$ cat config.mk
export PLATFORM = sky130hd
export DESIGN_NAME = mono_bitmap_to_gray_oled_stream
export DESIGN_NICKNAME = d
export VERILOG_FILES = /design/src/rtl/core/mbgo_pkg.sv /design/src/rtl/core/mono_bitmap_to_gray_oled_stream.sv /design/src/rtl/core/mbgo_front.sv /design/src/rtl/core/mbgo_fifo.sv /design/src/rtl/core/mbgo_back.sv
export SDC_FILE = /design/constraint.sdc
export NUM_CORES = 1
export LEC_CHECK = 0
export BUFFER_PORTS_ARGS = -buffer_cell sky130_fd_sc_hd__clkbuf_2
export CORE_ASPECT_RATIO = 1.4
export CORE_MARGIN = 2
export CORE_UTILIZATION = 50
export CTS_BUF_LIST = sky130_fd_sc_hd__clkbuf_4
export DETAILED_ROUTE_END_ITERATION = 12
export PLACE_DENSITY = 0.76
export SLEW_MARGIN = 30
export SYNTH_ARGS = -nofsm -noshare
export SYNTH_HDL_FRONTEND = slang
export SYNTH_SLANG_ARGS = --single-unit
$ cat constraint.sdc
create_clock -name clock -period 4.59 [get_ports clock]
set_input_delay 0.459 -clock clock [delete_from_list [all_inputs] [get_ports clock]]
set_output_delay 0.459 -clock clock [all_outputs]
set_load 0.02 [all_outputs]
$ cat src/rtl/core/mbgo_pkg.sv
// ----------------------------------------------------------------------------
// mbgo_pkg: shared types and constants of the bitmap to grayscale streamer
// Command codes, register indexes, reset values and the job record that
// travels from the front end to the back end.
// ----------------------------------------------------------------------------
package mbgo_pkg;

   // display controller codes
   localparam logic [7:0] CMD_PAGE   = 8'hB0;
   localparam logic [7:0] CMD_COL_HI = 8'h10;
   localparam logic [7:0] GRAY_LEFT  = 8'hF0;
   localparam logic [7:0] GRAY_RIGHT = 8'h0F;

   // register indexes
   localparam logic [1:0] CSR_START_X   = 2'd0;
   localparam logic [1:0] CSR_START_ROW = 2'd1;
   localparam logic [1:0] CSR_WIDTH     = 2'd2;
   localparam logic [1:0] CSR_HEIGHT    = 2'd3;

   // register reset values
   localparam logic [7:0] RST_START_X   = 8'd0;
   localparam logic [7:0] RST_START_ROW = 8'd0;
   localparam logic [8:0] RST_WIDTH     = 9'd16;
   localparam logic [7:0] RST_HEIGHT    = 8'd16;

   // output sequence steps: four commands, then four data bytes
   localparam logic [2:0] STEP_PAGE   = 3'd0;
   localparam logic [2:0] STEP_ROW    = 3'd1;
   localparam logic [2:0] STEP_COL_HI = 3'd2;
   localparam logic [2:0] STEP_COL_LO = 3'd3;
   localparam logic [2:0] STEP_DATA0  = 3'd4;
   localparam logic [2:0] STEP_DATA3  = 3'd7;

   // default depth of the job queue
   localparam int JOB_DEPTH = 4;

   // one classified request
   typedef struct packed {
      logic [7:0] bits;
      logic       with_cmd;
      logic [7:0] row_addr;
      logic [6:0] col;
      logic       done;
   } job_type;

   // job queue status
   typedef struct packed {
      logic empty;
      logic full;
   } fifo_stat_type;

endpackage

$ cat src/rtl/core/mono_bitmap_to_gray_oled_stream.sv
// ----------------------------------------------------------------------------
// mono_bitmap_to_gray_oled_stream: 1bpp bitmap to 4bpp grayscale OLED stream
// Expands each bitmap byte into four gray data bytes, with four address
// command bytes in front of the first byte of every row.
//
//   channel  direction  handshake          payload
//   req_     in         push / full        bitmap_byte
//   rsp_     out        empty / pop        out_byte, is_command, run_last,
//                                          picture_done
//   csr_     in         wr_en              index, wdata (9 bits)
//
// A request yields four result bytes, eight on the first byte of a row; the
// back end's output register emits one byte per cycle while the rsp_ side pops.
// Reset (synchronous) restores register defaults, zeroes the counters and
// empties the job queue; no clearing pass is needed.
// A stalled rsp_ side fills the job queue of JOB_DEPTH entries before full
// rises; the front end keeps accepting until then.
// ----------------------------------------------------------------------------
module mono_bitmap_to_gray_oled_stream #(
   parameter int JOB_DEPTH = mbgo_pkg::JOB_DEPTH
) (
   input  logic       clock,
   input  logic       reset,
   input  logic       csr_wr_en,
   input  logic [1:0] csr_index,
   input  logic [8:0] csr_wdata,
   input  logic       req_push,
   output logic       req_full,
   input  logic [7:0] req_bitmap_byte,
   output logic       rsp_empty,
   input  logic       rsp_pop,
   output logic [7:0] rsp_out_byte,
   output logic       rsp_is_command,
   output logic       rsp_run_last,
   output logic       rsp_picture_done
);
   import mbgo_pkg::*;

   job_type       push_job;
   job_type       head_job;
   fifo_stat_type fifo_stat;
   logic          job_push;
   logic          job_pop;

   assign req_full = fifo_stat.full;

   // classify requests
   mbgo_front u_front (
      .clock           (clock),
      .reset           (reset),
      .csr_wr_en       (csr_wr_en),
      .csr_index       (csr_index),
      .csr_wdata       (csr_wdata),
      .req_push        (req_push),
      .req_bitmap_byte (req_bitmap_byte),
      .fifo_stat       (fifo_stat),
      .job_push        (job_push),
      .job_out         (push_job)
   );

   // queue jobs
   mbgo_fifo #(
      .DEPTH (JOB_DEPTH)
   ) u_fifo (
      .clock    (clock),
      .reset    (reset),
      .push     (job_push),
      .push_job (push_job),
      .pop      (job_pop),
      .head_job (head_job),
      .stat     (fifo_stat)
   );

   // emit bytes
   mbgo_back u_back (
      .clock            (clock),
      .reset            (reset),
      .head_job         (head_job),
      .fifo_stat        (fifo_stat),
      .job_pop          (job_pop),
      .rsp_pop          (rsp_pop),
      .rsp_empty        (rsp_empty),
      .rsp_out_byte     (rsp_out_byte),
      .rsp_is_command   (rsp_is_command),
      .rsp_run_last     (rsp_run_last),
      .rsp_picture_done (rsp_picture_done)
   );

   // last byte of a request is always pixel data
   a_last_is_data: assert property (@(posedge clock) disable iff (reset)
      (!rsp_empty && rsp_run_last) |-> !rsp_is_command)
      else $error("run_last on a command byte");

   // the back end takes jobs only from a non-empty queue
   a_pop_nonempty: assert property (@(posedge clock) disable iff (reset)
      job_pop |-> !fifo_stat.empty)
      else $error("job popped from empty queue");

   // no result right after reset
   a_reset_empty: assert property (@(posedge clock)
      (!reset && $past(reset)) |-> rsp_empty)
      else $error("result present after reset");

endmodule

$ cat src/rtl/core/mbgo_front.sv
// ----------------------------------------------------------------------------
// mbgo_front: request intake and classification
// Holds the registers and the row/byte counters, and turns each accepted
// request into a job record for the queue.
// ----------------------------------------------------------------------------
module mbgo_front (
   input  logic                   clock,
   input  logic                   reset,
   input  logic                   csr_wr_en,
   input  logic [1:0]             csr_index,
   input  logic [8:0]             csr_wdata,
   input  logic                   req_push,
   input  logic [7:0]             req_bitmap_byte,
   input  mbgo_pkg::fifo_stat_type fifo_stat,
   output logic                   job_push,
   output mbgo_pkg::job_type      job_out
);
   import mbgo_pkg::*;

   logic [7:0] start_x_ff,   start_x_in;
   logic [7:0] start_row_ff, start_row_in;
   logic [8:0] width_ff,     width_in;
   logic [7:0] height_ff,    height_in;
   logic [5:0] byte_in_row_ff, byte_in_row_in;
   logic [7:0] row_count_ff,   row_count_in;

   logic [9:0] bpr_sum;
   logic [6:0] bytes_per_row;
   logic [6:0] last_byte;
   logic [7:0] last_row;
   logic       row_end;
   logic       pic_end;

   // write registers
   always_comb begin
      start_x_in   = start_x_ff;
      start_row_in = start_row_ff;
      width_in     = width_ff;
      height_in    = height_ff;
      if (csr_wr_en) begin
         case (csr_index)
            CSR_START_X:   start_x_in   = csr_wdata[7:0];
            CSR_START_ROW: start_row_in = csr_wdata[7:0];
            CSR_WIDTH:     width_in     = csr_wdata;
            CSR_HEIGHT:    height_in    = csr_wdata[7:0];
            default:       start_x_in   = start_x_ff;
         endcase
      end
   end

   // classify the position of this request in the picture
   assign bpr_sum       = {1'b0, width_ff} + 10'd7;
   assign bytes_per_row = bpr_sum[9:3];
   assign last_byte     = (bytes_per_row == 7'd0) ? 7'd0 : bytes_per_row - 7'd1;
   assign last_row      = (height_ff == 8'd0) ? 8'd0 : height_ff - 8'd1;
   assign row_end       = {1'b0, byte_in_row_ff} >= last_byte;
   assign pic_end       = row_end && (row_count_ff >= last_row);

   assign job_push = req_push && !fifo_stat.full;

   // build the job record
   always_comb begin
      job_out.bits     = req_bitmap_byte;
      job_out.with_cmd = (byte_in_row_ff == 6'd0);
      job_out.row_addr = start_row_ff + row_count_ff;
      job_out.col      = start_x_ff[7:1];
      job_out.done     = pic_end;
   end

   // advance the counters on each accepted request
   always_comb begin
      byte_in_row_in = byte_in_row_ff;
      row_count_in   = row_count_ff;
      if (job_push) begin
         if (pic_end) begin
            byte_in_row_in = 6'd0;
            row_count_in   = 8'd0;
         end else if (row_end) begin
            byte_in_row_in = 6'd0;
            row_count_in   = row_count_ff + 8'd1;
         end else begin
            byte_in_row_in = byte_in_row_ff + 6'd1;
         end
      end
   end

   always_ff @(posedge clock) begin
      if (reset) begin
         start_x_ff     <= RST_START_X;
         start_row_ff   <= RST_START_ROW;
         width_ff       <= RST_WIDTH;
         height_ff      <= RST_HEIGHT;
         byte_in_row_ff <= 6'd0;
         row_count_ff   <= 8'd0;
      end else begin
         start_x_ff     <= start_x_in;
         start_row_ff   <= start_row_in;
         width_ff       <= width_in;
         height_ff      <= height_in;
         byte_in_row_ff <= byte_in_row_in;
         row_count_ff   <= row_count_in;
      end
   end

endmodule

$ cat src/rtl/core/mbgo_fifo.sv
// ----------------------------------------------------------------------------
// mbgo_fifo: job queue between front end and back end
// Small register file with read and write pointers and a fill count.
// ----------------------------------------------------------------------------
module mbgo_fifo #(
   parameter int DEPTH = mbgo_pkg::JOB_DEPTH
) (
   input  logic                    clock,
   input  logic                    reset,
   input  logic                    push,
   input  mbgo_pkg::job_type       push_job,
   input  logic                    pop,
   output mbgo_pkg::job_type       head_job,
   output mbgo_pkg::fifo_stat_type stat
);
   import mbgo_pkg::*;

   localparam int PW = (DEPTH > 1) ? $clog2(DEPTH) : 1;
   localparam int CW = $clog2(DEPTH + 1);
   localparam logic [PW-1:0] PTR_LAST = PW'(DEPTH - 1);
   localparam logic [CW-1:0] CNT_FULL = CW'(DEPTH);

   job_type       slots_ff [DEPTH];
   logic [PW-1:0] wr_ptr_ff, wr_ptr_in;
   logic [PW-1:0] rd_ptr_ff, rd_ptr_in;
   logic [CW-1:0] count_ff,  count_in;

   assign stat.empty = (count_ff == '0);
   assign stat.full  = (count_ff == CNT_FULL);
   assign head_job   = slots_ff[rd_ptr_ff];

   // advance pointers and count
   always_comb begin
      wr_ptr_in = wr_ptr_ff;
      rd_ptr_in = rd_ptr_ff;
      count_in  = count_ff;
      if (push) begin
         wr_ptr_in = (wr_ptr_ff == PTR_LAST) ? '0 : wr_ptr_ff + PW'(1);
      end
      if (pop) begin
         rd_ptr_in = (rd_ptr_ff == PTR_LAST) ? '0 : rd_ptr_ff + PW'(1);
      end
      if (push && !pop) begin
         count_in = count_ff + CW'(1);
      end else if (pop && !push) begin
         count_in = count_ff - CW'(1);
      end
   end

   always_ff @(posedge clock) begin
      if (reset) begin
         wr_ptr_ff <= '0;
         rd_ptr_ff <= '0;
         count_ff  <= '0;
      end else begin
         wr_ptr_ff <= wr_ptr_in;
         rd_ptr_ff <= rd_ptr_in;
         count_ff  <= count_in;
      end
   end

   // store pushed job
   always_ff @(posedge clock) begin
      if (push) begin
         slots_ff[wr_ptr_ff] <= push_job;
      end
   end

endmodule

$ cat src/rtl/core/mbgo_back.sv
// ----------------------------------------------------------------------------
// mbgo_back: byte sequencer
// Takes jobs from the queue and emits the command and gray data bytes one
// per cycle into the output register whenever that register is free.
// ----------------------------------------------------------------------------
module mbgo_back (
   input  logic                    clock,
   input  logic                    reset,
   input  mbgo_pkg::job_type       head_job,
   input  mbgo_pkg::fifo_stat_type fifo_stat,
   output logic                    job_pop,
   input  logic                    rsp_pop,
   output logic                    rsp_empty,
   output logic [7:0]              rsp_out_byte,
   output logic                    rsp_is_command,
   output logic                    rsp_run_last,
   output logic                    rsp_picture_done
);
   import mbgo_pkg::*;

   job_type    job_ff, job_in;
   logic       busy_ff, busy_in;
   logic [2:0] step_ff, step_in;
   logic       out_valid_ff, out_valid_in;
   logic [7:0] byte_ff, byte_in;
   logic       cmd_ff, last_ff, done_ff;

   logic       out_free;
   logic       emit;
   logic       finishing;
   logic [2:0] even_idx, odd_idx;

   assign out_free  = !out_valid_ff || rsp_pop;
   assign emit      = busy_ff && out_free;
   assign finishing = emit && (step_ff == STEP_DATA3);
   assign job_pop   = (!busy_ff || finishing) && !fifo_stat.empty;

   assign even_idx = {step_ff[1:0], 1'b0};
   assign odd_idx  = {step_ff[1:0], 1'b1};

   // select the byte for the current step
   always_comb begin
      case (step_ff)
         STEP_PAGE:   byte_in = CMD_PAGE;
         STEP_ROW:    byte_in = job_ff.row_addr;
         STEP_COL_HI: byte_in = CMD_COL_HI | {5'd0, job_ff.col[6:4]};
         STEP_COL_LO: byte_in = {4'd0, job_ff.col[3:0]};
         default:     byte_in = (job_ff.bits[even_idx] ? GRAY_LEFT  : 8'h00) |
                                (job_ff.bits[odd_idx]  ? GRAY_RIGHT : 8'h00);
      endcase
   end

   // step through the job and load the next one
   always_comb begin
      job_in       = job_ff;
      busy_in      = busy_ff;
      step_in      = step_ff;
      out_valid_in = out_valid_ff && !rsp_pop;
      if (emit) begin
         out_valid_in = 1'b1;
         step_in      = step_ff + 3'd1;
         if (finishing) begin
            busy_in = 1'b0;
         end
      end
      if (job_pop) begin
         busy_in = 1'b1;
         job_in  = head_job;
         step_in = head_job.with_cmd ? STEP_PAGE : STEP_DATA0;
      end
   end

   always_ff @(posedge clock) begin
      if (reset) begin
         busy_ff      <= 1'b0;
         step_ff      <= STEP_PAGE;
         out_valid_ff <= 1'b0;
      end else begin
         busy_ff      <= busy_in;
         step_ff      <= step_in;
         out_valid_ff <= out_valid_in;
      end
   end

   // hold job and output payload
   always_ff @(posedge clock) begin
      job_ff <= job_in;
      if (emit) begin
         byte_ff <= byte_in;
         cmd_ff  <= !step_ff[2];
         last_ff <= (step_ff == STEP_DATA3);
         done_ff <= job_ff.done;
      end
   end

   assign rsp_empty        = !out_valid_ff;
   assign rsp_out_byte     = byte_ff;
   assign rsp_is_command   = cmd_ff;
   assign rsp_run_last     = last_ff;
   assign rsp_picture_done = done_ff;

endmodule

Yosys cells after proc, flatten, opt, wreduce, memory -nomap -nowiden
Memory sizes are Yosys's and may differ from the RTL's. A register that Yosys moved wholly into a read port is not among the register bits. Index checks and enable logic that the tools add are counted.

Bits in registers: 94. Bits in writable memories: 100. Input bits: 24. Output and inout bits: 13. Memories: 1.

Add/sub/neg operators: 11. Magnitude comparators: 4. Equal/unequal tests: 10. Mux-type cells: 28. Bitwise logic cells: 1. Reductions and logical operators: 34.

Memories: u_fifo.slots_ff (depth 4, width 25, read ports 1, clocked after memory_dff 1, write ports 1, line mbgo_fifo.sv:23) `job_type slots_ff [DEPTH];`.

Operator list (number): two-way mux 8 bit (4); one-hot mux 8 bit (4 select lines) (1); two-way mux 3 bit (5); two-way mux 6 bit (2); AND reduction 2 bit (6); adder 9 x 3 -> 10 bit, second input constant (1); adder 8 x 1 -> 8 bit, second input constant (1); adder 8 bit (1); == test 2 bit, second input constant (4); >= comparator 8 bit (1); logical AND 1 bit (8); logical NOT 1 bit (8); logical NOT 8 bit (1); < comparator 3 x 4 -> 1 bit, second input constant (2); two-way mux 1 bit (8); two-way mux 2 bit (4); bitwise OR 8 bit (1); nonzero test 2 bit (4); subtractor 8 x 1 -> 8 bit, second input constant (1); >= comparator 6 x 7 -> 1 bit (1); logical NOT 7 bit (1); two-way mux 7 bit (1); subtractor 7 x 1 -> 7 bit, second input constant (1); adder 3 x 1 -> 3 bit, second input constant (2); other kinds (13) (19).

Longest topological paths before layout
Gate-level depths: netlist of the first run.

Word-level depth: 9. Depth in mapped cells: 14. Depth with buffers taken out: 13.

Hierarchy
Synthesis of the first run repeated with hierarchy kept, for this count alone.

Cell total of the unflattened synthesis: 639. Area, all modules: 8572.0 sq um.

Modules (own cells, without submodules): mbgo_fifo (instances 1, cells each 175, area an instance 4091.4 sq um, sequential area each 3183.1 sq um); mbgo_front (instances 1, cells each 364, area an instance 2922.8 sq um, sequential area each 920.9 sq um); mbgo_back (instances 1, cells each 100, area an instance 1557.7 sq um, sequential area each 1151.1 sq um).

Worst setup path after synthesis of the first run
OpenSTA, ideal clock, no wires.

Path type: register to register. Start point: reg u_back.step_ff[0]. End point: reg u_fifo.count_ff[2]. Setup time: 0.070 ns. Arrival time: 3.470 ns. Path slack: 1.050 ns. Stages on the path, launching flop included: 12. Clock period less this slack: 3.540 ns. Cell sequence: dfxtp_1 > ha_1 > ha_1 > nand2_1 > a21oi_1 > inv_1 > ha_1 > inv_1 > fa_1 > xor2_1 > or3_1 > a21oi_1.

Cells in the longest elaborated chain, start to end: 7. Elaborated cells on any way between the ends: 9. Classes of those cells: eq/ne: 1; mux: 1; reduce/logical: 7.

Ends and longest elaborated chain: from (decl) (line mbgo_back.sv:23) `logic [2:0] step_ff, step_in;`; from (signal assigned) (line mbgo_back.sv:80) `step_ff <= step_in;`; == test 3 bit (*) (line mbgo_back.sv:35) `assign finishing = emit && (step_ff == STEP_DATA3);`; logical AND 1 bit (*) (line mbgo_back.sv:35); logical OR 1 bit (*) (line mbgo_back.sv:36) `assign job_pop = (!busy_ff || finishing) && !fifo_stat.empty;`; logical AND 1 bit (*) (line mbgo_back.sv:36); named net job_pop (line mono_bitmap_to_gray_oled_stream.sv:43) `logic job_pop;`; logical NOT 1 bit (line mbgo_fifo.sv:43) `if (push && !pop) begin`; logical AND 1 bit (line mbgo_fifo.sv:43); two-way mux 3 bit or nonzero test 2 bit (tied branches); to (signal assigned) (line mbgo_fifo.sv:58) `count_ff <= count_in;`; to (decl) (line mbgo_fifo.sv:26) `logic [CW-1:0] count_ff, count_in;`.

The timed path passes the listed nets; every way through them passes the cells marked *. A chain may end at the register's enable or synchronous reset.

Worst setup path in the final report of the first run
Start point: reg u_front.width_ff[0]. End point: reg u_front.row_count_ff[3].

Cells in the longest elaborated chain, start to end: 7. Elaborated cells on any way between the ends: 9. Classes of those cells: add/sub: 2; order compare: 1; mux: 2; reduce/logical: 4.

Ends and longest elaborated chain: from (decl) (line mbgo_front.sv:22) `logic [8:0] width_ff, width_in;`; from (signal assigned) (line mbgo_front.sv:98) `width_ff <= width_in;`; adder 9 x 3 -> 10 bit (*) (line mbgo_front.sv:52) `assign bpr_sum = {1'b0, width_ff} + 10'd7;`; subtractor 7 x 1 -> 7 bit or logical NOT 7 bit (tied branches) (line mbgo_front.sv:54) `assign last_byte = (bytes_per_row == 7'd0) ? 7'd0 : bytes_per_row - 7'd1;`; two-way mux 7 bit (*) (line mbgo_front.sv:54); >= comparator 6 x 7 -> 1 bit (*) (line mbgo_front.sv:56) `assign row_end = {1'b0, byte_in_row_ff} >= last_byte;`; logical AND 1 bit (line mbgo_front.sv:57) `assign pic_end = row_end && (row_count_ff >= last_row);`; nonzero test 2 bit (no source line); AND reduction 2 bit (no source line); to (signal assigned) (line mbgo_front.sv:101) `row_count_ff <= row_count_in;`; to (decl) (line mbgo_front.sv:25) `logic [7:0] row_count_ff, row_count_in;`.

Mark *: on every way between the ends. The rest lies on a longest branch, timed or not.

==> metrics.yaml, run 1 <==
status:
  status: "completed"
layout:
  final_util_pct: 54.55
  nets: 717
  drive_gt1_share_pct: 17.42
  area_growth_syn_to_layout_pct: 8.189
die:
  rows: 56
  die_area_um2: 17810
  ios: 37
  initial_utilization_pct: 50.42
  die_w_um: 113.4
  core_um2: 16610
  die_h_um: 157.1
synth:
  ys.flop_type: "edfxtp_1"
  synth_edf_count: 135
  yosys_warnings: 0
  syn_nets: 677
  synth.distinct_cells: 51
  synth.most_common_cell: "edfxtp_1"
  synthTopCellsByArea: "edfxtp_1, dfxtp_1, mux4_2"
  synth-seq-cells: 195
  ys_top_cells_by_count: "edfxtp_1, nand2_1, dfxtp_1, nor2_1"
  async_reset_ff_share_pct: 0
  synth_top_area_share_pct: 48.42
  syn_area_per_cell_um2: 13.66
  yosysSeqAreaShare_pct: 62.76
  syn_area_um2: 8373
  syn_inst: 613
  synth_top_cell_by_area: "edfxtp_1"
power_and_ir_drop:
  peakVddDrop_v: 0.0001806
  power_density_nw_per_um2: 465.8
  power_frac_comb_pct: 23.6
  p_int_w: 0.002919
  swShare_pct: 30.83
  power_frac_seq_pct: 56.4
  switching_power_w: 0.001301
  p_clk_share_pct: 20.1
  p_leak_nw: 3.238
clock_network:
  post_cts_buffers: 0
  root_buffer: "clkbuf_4"
  htree_levels: 4
  cts_buffers: 17
  cts_max_path_buffers: 2
  clkTransAtPathRegs_ns: 0.18
  cts_sinks: 195
  hold_buffers: 0
  ctsResizeCount: 0
  cts_tree: "built"
  clock_latency_ns: 0.58
timing:
  setup_violations: 0
  timing_hold_violations_final: 0
  timing.fmax_ghz: 0.2597
  post-route-min-period_ns: 3.851
  clock_skew_ns: 0.03426
  worstMarginPinSlew_ns: 0.8623
  setup_tns_ns: 0
  finalCritPeriodShare_pct: 83.89
  holdWs_ns: 0.07934
  rsz0062_at_grt: "false"
  finalMaxSlewViolations: 0
  slew-limit-headroom_pct: 42.30
worst_hold_path:
  worstHoldPathCells: 3
  hp-class: "primary input to flop"
  hold_start: "csr_wdata[8]"
  whs_endpoint: "u_front.width_ff[8]"
routing:
  drt_pre_antenna_iters: 4
  vias: 4836
  vias_per_cell: 5.559
  drc: 0
  drt-total-wl_mm: 14.86
  wl_per_cell_um: 17.08
  ant_nets: 0
  drtIter0Drc: 318
placement:
  io_buffer_count: 36
  dpl.hpwl_mm: 10.34
  place_congestion: 0.8860
worst_setup_path:
  required_ns: 5.01
  cpPeakStageDelay_ns: 0.68
  crit_chain: "or3_2 -> nand2_1 -> xor2_1 -> ha_1 -> and3b_2 -> nand3b_1 -> and2_1 -> ha_1 -> nor2b_1 -> o21ai_0 -> a221oi_1 -> buf_4 -> nor2_1 -> a221oi_1"
  criticalPathCategory: "flop to flop"
  crit_path_start_kind: "flop"
  worst-r2r-cell-count: 14
  endpoint_kind: "flop"
  cp_slowest_cell: "nor2_1"
  r2r_end: "u_front.row_count_ff[3]"
  cp.arrival_ns: 4.27
  rrSetupSlack_ns: 0.74
  r2r_start: "u_front.width_ff[0]"
  path_max_fanout: 17
grt:
  antenna_found_initial: 1
  grt_max_degree: 61
  grt_pass1_vias: 4949
  grt_pass1_wl_mm: 24.40
  grt.overflow.total: 0
  track_usage_pct: 17.73
job:
  drv_cap: 0
layer usage:
metal  up-vias  track usage [%]  routed length [µm]
li1       2357                -                   -
met1      2350            19.76                5917
met2       105            33.22                8084
met3        24            3.350                 486
met4         0            6.911                 376
met5         -                0                   0
worst max-delay path: cells and delay by family (launching register included):
kind            cells  cell delay (ns)
simple gates        7             1.91
buf+inv             1             0.20
flops               1             0.38
fa+ha+maj           2             0.55
xor+xnor            1             0.16
compound gates      3             0.49
flip-flops by register name, indices dropped and copies added (netlist names), 2 cells and up, named ones only:
name	cells
u_front.start_x_ff	7
u_fifo.count_ff	3
u_front.row_count_ff	8
u_front.byte_in_row_ff	6
u_front.height_ff	8
u_front.width_ff	9
u_back.job_ff	24
u_fifo.slots_ff	100
u_back.rsp_out_byte	8
u_fifo.wr_ptr_ff	2
u_front.start_row_ff	8
u_fifo.rd_ptr_ff	2
u_back.step_ff	3
logic make-up after synthesis:
| group | Yosys count | share of synthesized area, % |
|---|---|---|
| muxes | 49 | 9.907 |
| and+or+nand+nor | 178 | 10.45 |
| adders and majority gates | 40 | 6.157 |
| AOI/OAI and AO/OA | 81 | 6.246 |
| buffers and inverters | 49 | 2.286 |
| DFF | 195 | 62.76 |
| xor gates and xnor gates | 21 | 2.197 |
cell type report:
class	instances	area, µm²
Multi-Input combinational cell	369	2930
Inverter	24	90.09
Clock inverter	15	143.9
Antenna cell	1	2.502
Fill cell	1333	7547
Clock buffer	17	127.6
Timing Repair Buffer	46	255.2
Tap cell	203	254.0
Sequential cell	195	5255
worst max path at each step:
stage,from,cells after the start,to
finish,u_front.width_ff[0],14,u_front.row_count_ff[3]
global route,u_front.width_ff[0],14,u_front.row_count_ff[4]
CTS,u_front.width_ff[0],14,u_front.row_count_ff[3]
detailed placement,u_front.width_ff[0],14,u_front.row_count_ff[5]
global placement,u_front.width_ff[0],14,u_front.row_count_ff[2]
floorplan,u_back.step_ff[0],11,u_fifo.count_ff[2]
stage by stage:
step / worst slack [ns] / cells / cell area, µm² / power (W)
2_1_floorplan: 1.050 / 613 / 8373 / 0.003135
3_3_place_gp: 1.016 / 837 / 8785 / 0.003369
3_5_place_dp: 0.7587 / 837 / 8785 / 0.003429
4_1_cts: 0.7279 / 869 / 9056 / 0.004265
5_1_grt: 0.4968 / 870 / 9059 / 0.004449
6_report: 0.7394 / 870 / 9059 / 0.004220
power by group through the flow:
stage | Sequential (W) | Combinational (W) | Clock (W)
6_report | 0.00238 | 0.000994 | 0.000847
5_1_grt | 0.00241 | 0.00110 | 0.000933
4_1_cts | 0.00238 | 0.00101 | 0.000873
3_5_place_dp | 0.00242 | 0.00101 | 0
3_3_place_gp | 0.00240 | 0.000966 | 0
2_1_floorplan | 0.00241 | 0.000721 | 0
cells in the final DEF, fill, tap and decap left out, types with 9 or more instances in the layout:
cell type and count:
edfxtp_1 135, mux2i_1 21, a21oi_1 37, mux4_2 27
nor2_1 40, nor3_1 13, dfxtp_1 60, clkbuf_2 36
nand2_1 61, ha_1 38, xor2_1 12, and2_1 9
clkbuf_4 17, o21ai_0 12, inv_1 24, xnor2_1 9
buf_4 10
(Power assumes the default switching activity.)
==> run 2, diff against run 1 <==
- PLACE_DENSITY: 0.76 -> 0.78
- clock period: 4.59 -> 3.45 ns (I/O delays scaled with it)
==> metrics.yaml, run 2 (synthesis gave the netlist of run 1 again) <==
status:
  status: "completed"
routing:
  drt_pre_antenna_iters: 5  # +1
  drtIter0Drc: 194  # -39%
  ant_nets: 0  # unchanged
  drt-total-wl_mm: 15.40  # +3.6%
  wl_per_cell_um: 17.32  # +1.4%
  vias_per_cell: 5.634  # +1.4%
  drc: 0  # unchanged
  vias: 5009  # +3.6%
job:
  drv_cap: 0  # unchanged
layout:
  drive_gt1_share_pct: 22.92  # +5.5 points
  largest_reg_flops: 100  # unchanged
  largest-register: "u_fifo.slots_ff"
  area_growth_syn_to_layout_pct: 13.46
  mostFrequentLayoutCells: "edfxtp_1, nand2_1, dfxtp_1, nor2_1"
  final_util_pct: 57.21  # +2.7 points
  fillers: 1277  # -4.2%
  final_common_cell: "edfxtp_1"
  largestRegisters: "u_fifo.slots_ff x100, u_back.job_ff x24, u_front.width_ff x9"
  nets: 736  # +2.6%
  instances_no_fill: 889  # +2.2%
worst_setup_path:
  required_ns: 3.93  # -1.08 ns
  rrSetupSlack_ns: 0.007  # -0.73 ns
  crit_chain: "or3_4 -> nand2_4 -> xor2_2 -> ha_2 -> and3b_2 -> nand3b_1 -> a21oi_2 -> a211oi_2 -> ha_1 -> a21o_1 -> a221oi_4 -> buf_6 -> o31ai_4 -> a221oi_2"
  cpPeakStageDelay_ns: 0.48  # -0.20 ns
  cp_slowest_cell: "a221oi_4"
  cp.arrival_ns: 3.93  # -0.34 ns
  criticalPathCategory: "flop to flop"
  endpoint_kind: "flop"
  crit_path_start_kind: "flop"
  path_max_fanout: 7  # -10
grt:
  grt_pass1_wl_mm: 25.30  # +3.7%
  grt_max_degree: 39  # -36%
  grt.overflow.total: 0  # unchanged
  track_usage_pct: 18.45  # +0.72 points
  antenna_found_initial: 1  # unchanged
  grt_pass1_vias: 5285  # +6.8%
die:
  die_w_um: 113.4  # unchanged
  core_um2: 16610  # unchanged
  die_h_um: 157.1  # unchanged
  rows: 56  # unchanged
  die_area_um2: 17810  # unchanged
  initial_utilization_pct: 50.42  # unchanged
  ios: 37  # unchanged
timing:
  setup_tns_ns: 0  # unchanged
  timing_hold_violations_final: 0  # unchanged
  finalCritPeriodShare_pct: 99.79  # +16 points
  finalMaxSlewViolations: 0  # unchanged
  worstMarginPinSlew_ns: 0.7933  # -0.06891 ns
  post-route-min-period_ns: 3.443  # -0.4077 ns
  setup_violations: 0  # unchanged
  setup_slack_ns: 0.007102  # -0.7323 ns
  clock_skew_ns: 0.03083  # -0.003428 ns
  timing.fmax_ghz: 0.2905  # +12%
  slew-limit-headroom_pct: 47.11  # +4.8 points
  rsz0062_at_grt: "true"
power_and_ir_drop:
  peakVddDrop_v: 0.0003393  # +88%
  p_leak_nw: 3.395  # +4.8%
  power_frac_seq_pct: 53.9  # -2.5 points
  swShare_pct: 30.22  # -0.62 points
  power_frac_comb_pct: 24.5  # +0.9 points
  p_int_w: 0.004086  # +40%
  switching_power_w: 0.001769  # +36%
  power_density_nw_per_um2: 616.4  # +32%
  p_clk_share_pct: 21.7  # +1.6 points
clock_network:
  cts_buffers: 17  # unchanged
  root_buffer: "clkbuf_4"
  cts_tree: "built"
  clock_latency_ns: 0.56  # -0.02 ns
  clkTransAtPathRegs_ns: 0.17  # about the same
  cts_max_path_buffers: 2  # unchanged
  htree_levels: 4  # unchanged
  cts_sinks: 195  # unchanged
placement:
  place_congestion: 0.8270  # -6.7%
  io_buffer_count: 36  # unchanged
  dpl.hpwl_mm: 10.59  # +2.4%
  dp_slack_ns: -0.2463  # -1.005 ns
  dpl.cell_count: 842  # +0.60%
worst_hold_path:
  hp-class: "primary input to flop"
==> run 2: per-stage QoR <==
| stage | power, W | hold WS [ns] | cell area, µm² |
|---|---|---|---|
| finish | 0.005856 | 0.07818 | 9500 |
| global route | 0.006164 | 0.04329 | 9500 |
| CTS | 0.005866 | 0.03032 | 9291 |
| detailed placement | 0.004568 | 0.4126 | 8828 |
| global placement | 0.004496 | 0.4267 | 8828 |
| floorplan | 0.004173 | 0.4003 | 8383 |
==> run 2: power groups by stage <==
stage	clock [W]	sequential, W	combinational (W)
6_report	0.00127	0.00315	0.00143
5_1_grt	0.00138	0.00319	0.00159
4_1_cts	0.00131	0.00316	0.00140
3_5_place_dp	0	0.00321	0.00135
3_3_place_gp	0	0.00319	0.00131
2_1_floorplan	0	0.00321	0.000965
==> run 2: per-layer routing <==
| layer | GRT usage, % | vias up | routed length [µm] |
|---|---|---|---|
| met5 | 0 | - | 0 |
| met4 | 7.317 | 0 | 377 |
| met3 | 3.735 | 31 | 501 |
| met2 | 34.64 | 120 | 8468 |
| met1 | 20.27 | 2453 | 6051 |
| li1 | - | 2405 | - |
==> run 2: final cells by class <==
class	instances	area [µm²]	area share [%]
flip-flops and latches	195	5258	55.34
multi-input cells	369	3149	33.15
repair buffers	65	434.2	4.570
well taps	203	254.0	2.674
clock inverters	15	185.2	1.949
clock buffers	17	127.6	1.343
inverters	24	90.09	0.9482
diodes	1	2.502	0.02634
==> run 2: worst paths after layout <==
kind                                     startpoint                 endpoint  cells after the start
worst max-delay path            u_front.width_ff[1]  u_front.row_count_ff[4]                     14
worst min-delay path                   csr_wdata[6]      u_front.width_ff[6]                      3
worst max register to register  u_front.width_ff[1]  u_front.row_count_ff[4]                     14
worst min register to register     u_back.job_ff[0]  u_back.rsp_picture_done                      0
==> run 2: repair_timing <==
action,4_1_cts,5_1_grt
endpoints found under the setup margin,18,18
endpoints found under the hold margin,35,0
pin swaps,2,25
setup buffers,3,1
hold buffers,10,0
resized for setup,7,40
==> run 2: worst max-delay path, delay by kind of cell, from the launching register on <==
kind / cells / cell delay (ns)
xor gates and xnor gates: 1 / 0.16
buffers and inverters: 1 / 0.21
adders and majority gates: 2 / 0.59
and+or+nand+nor: 4 / 0.85
AOI/OAI and AO/OA: 6 / 1.19
DFF: 1 / 0.36
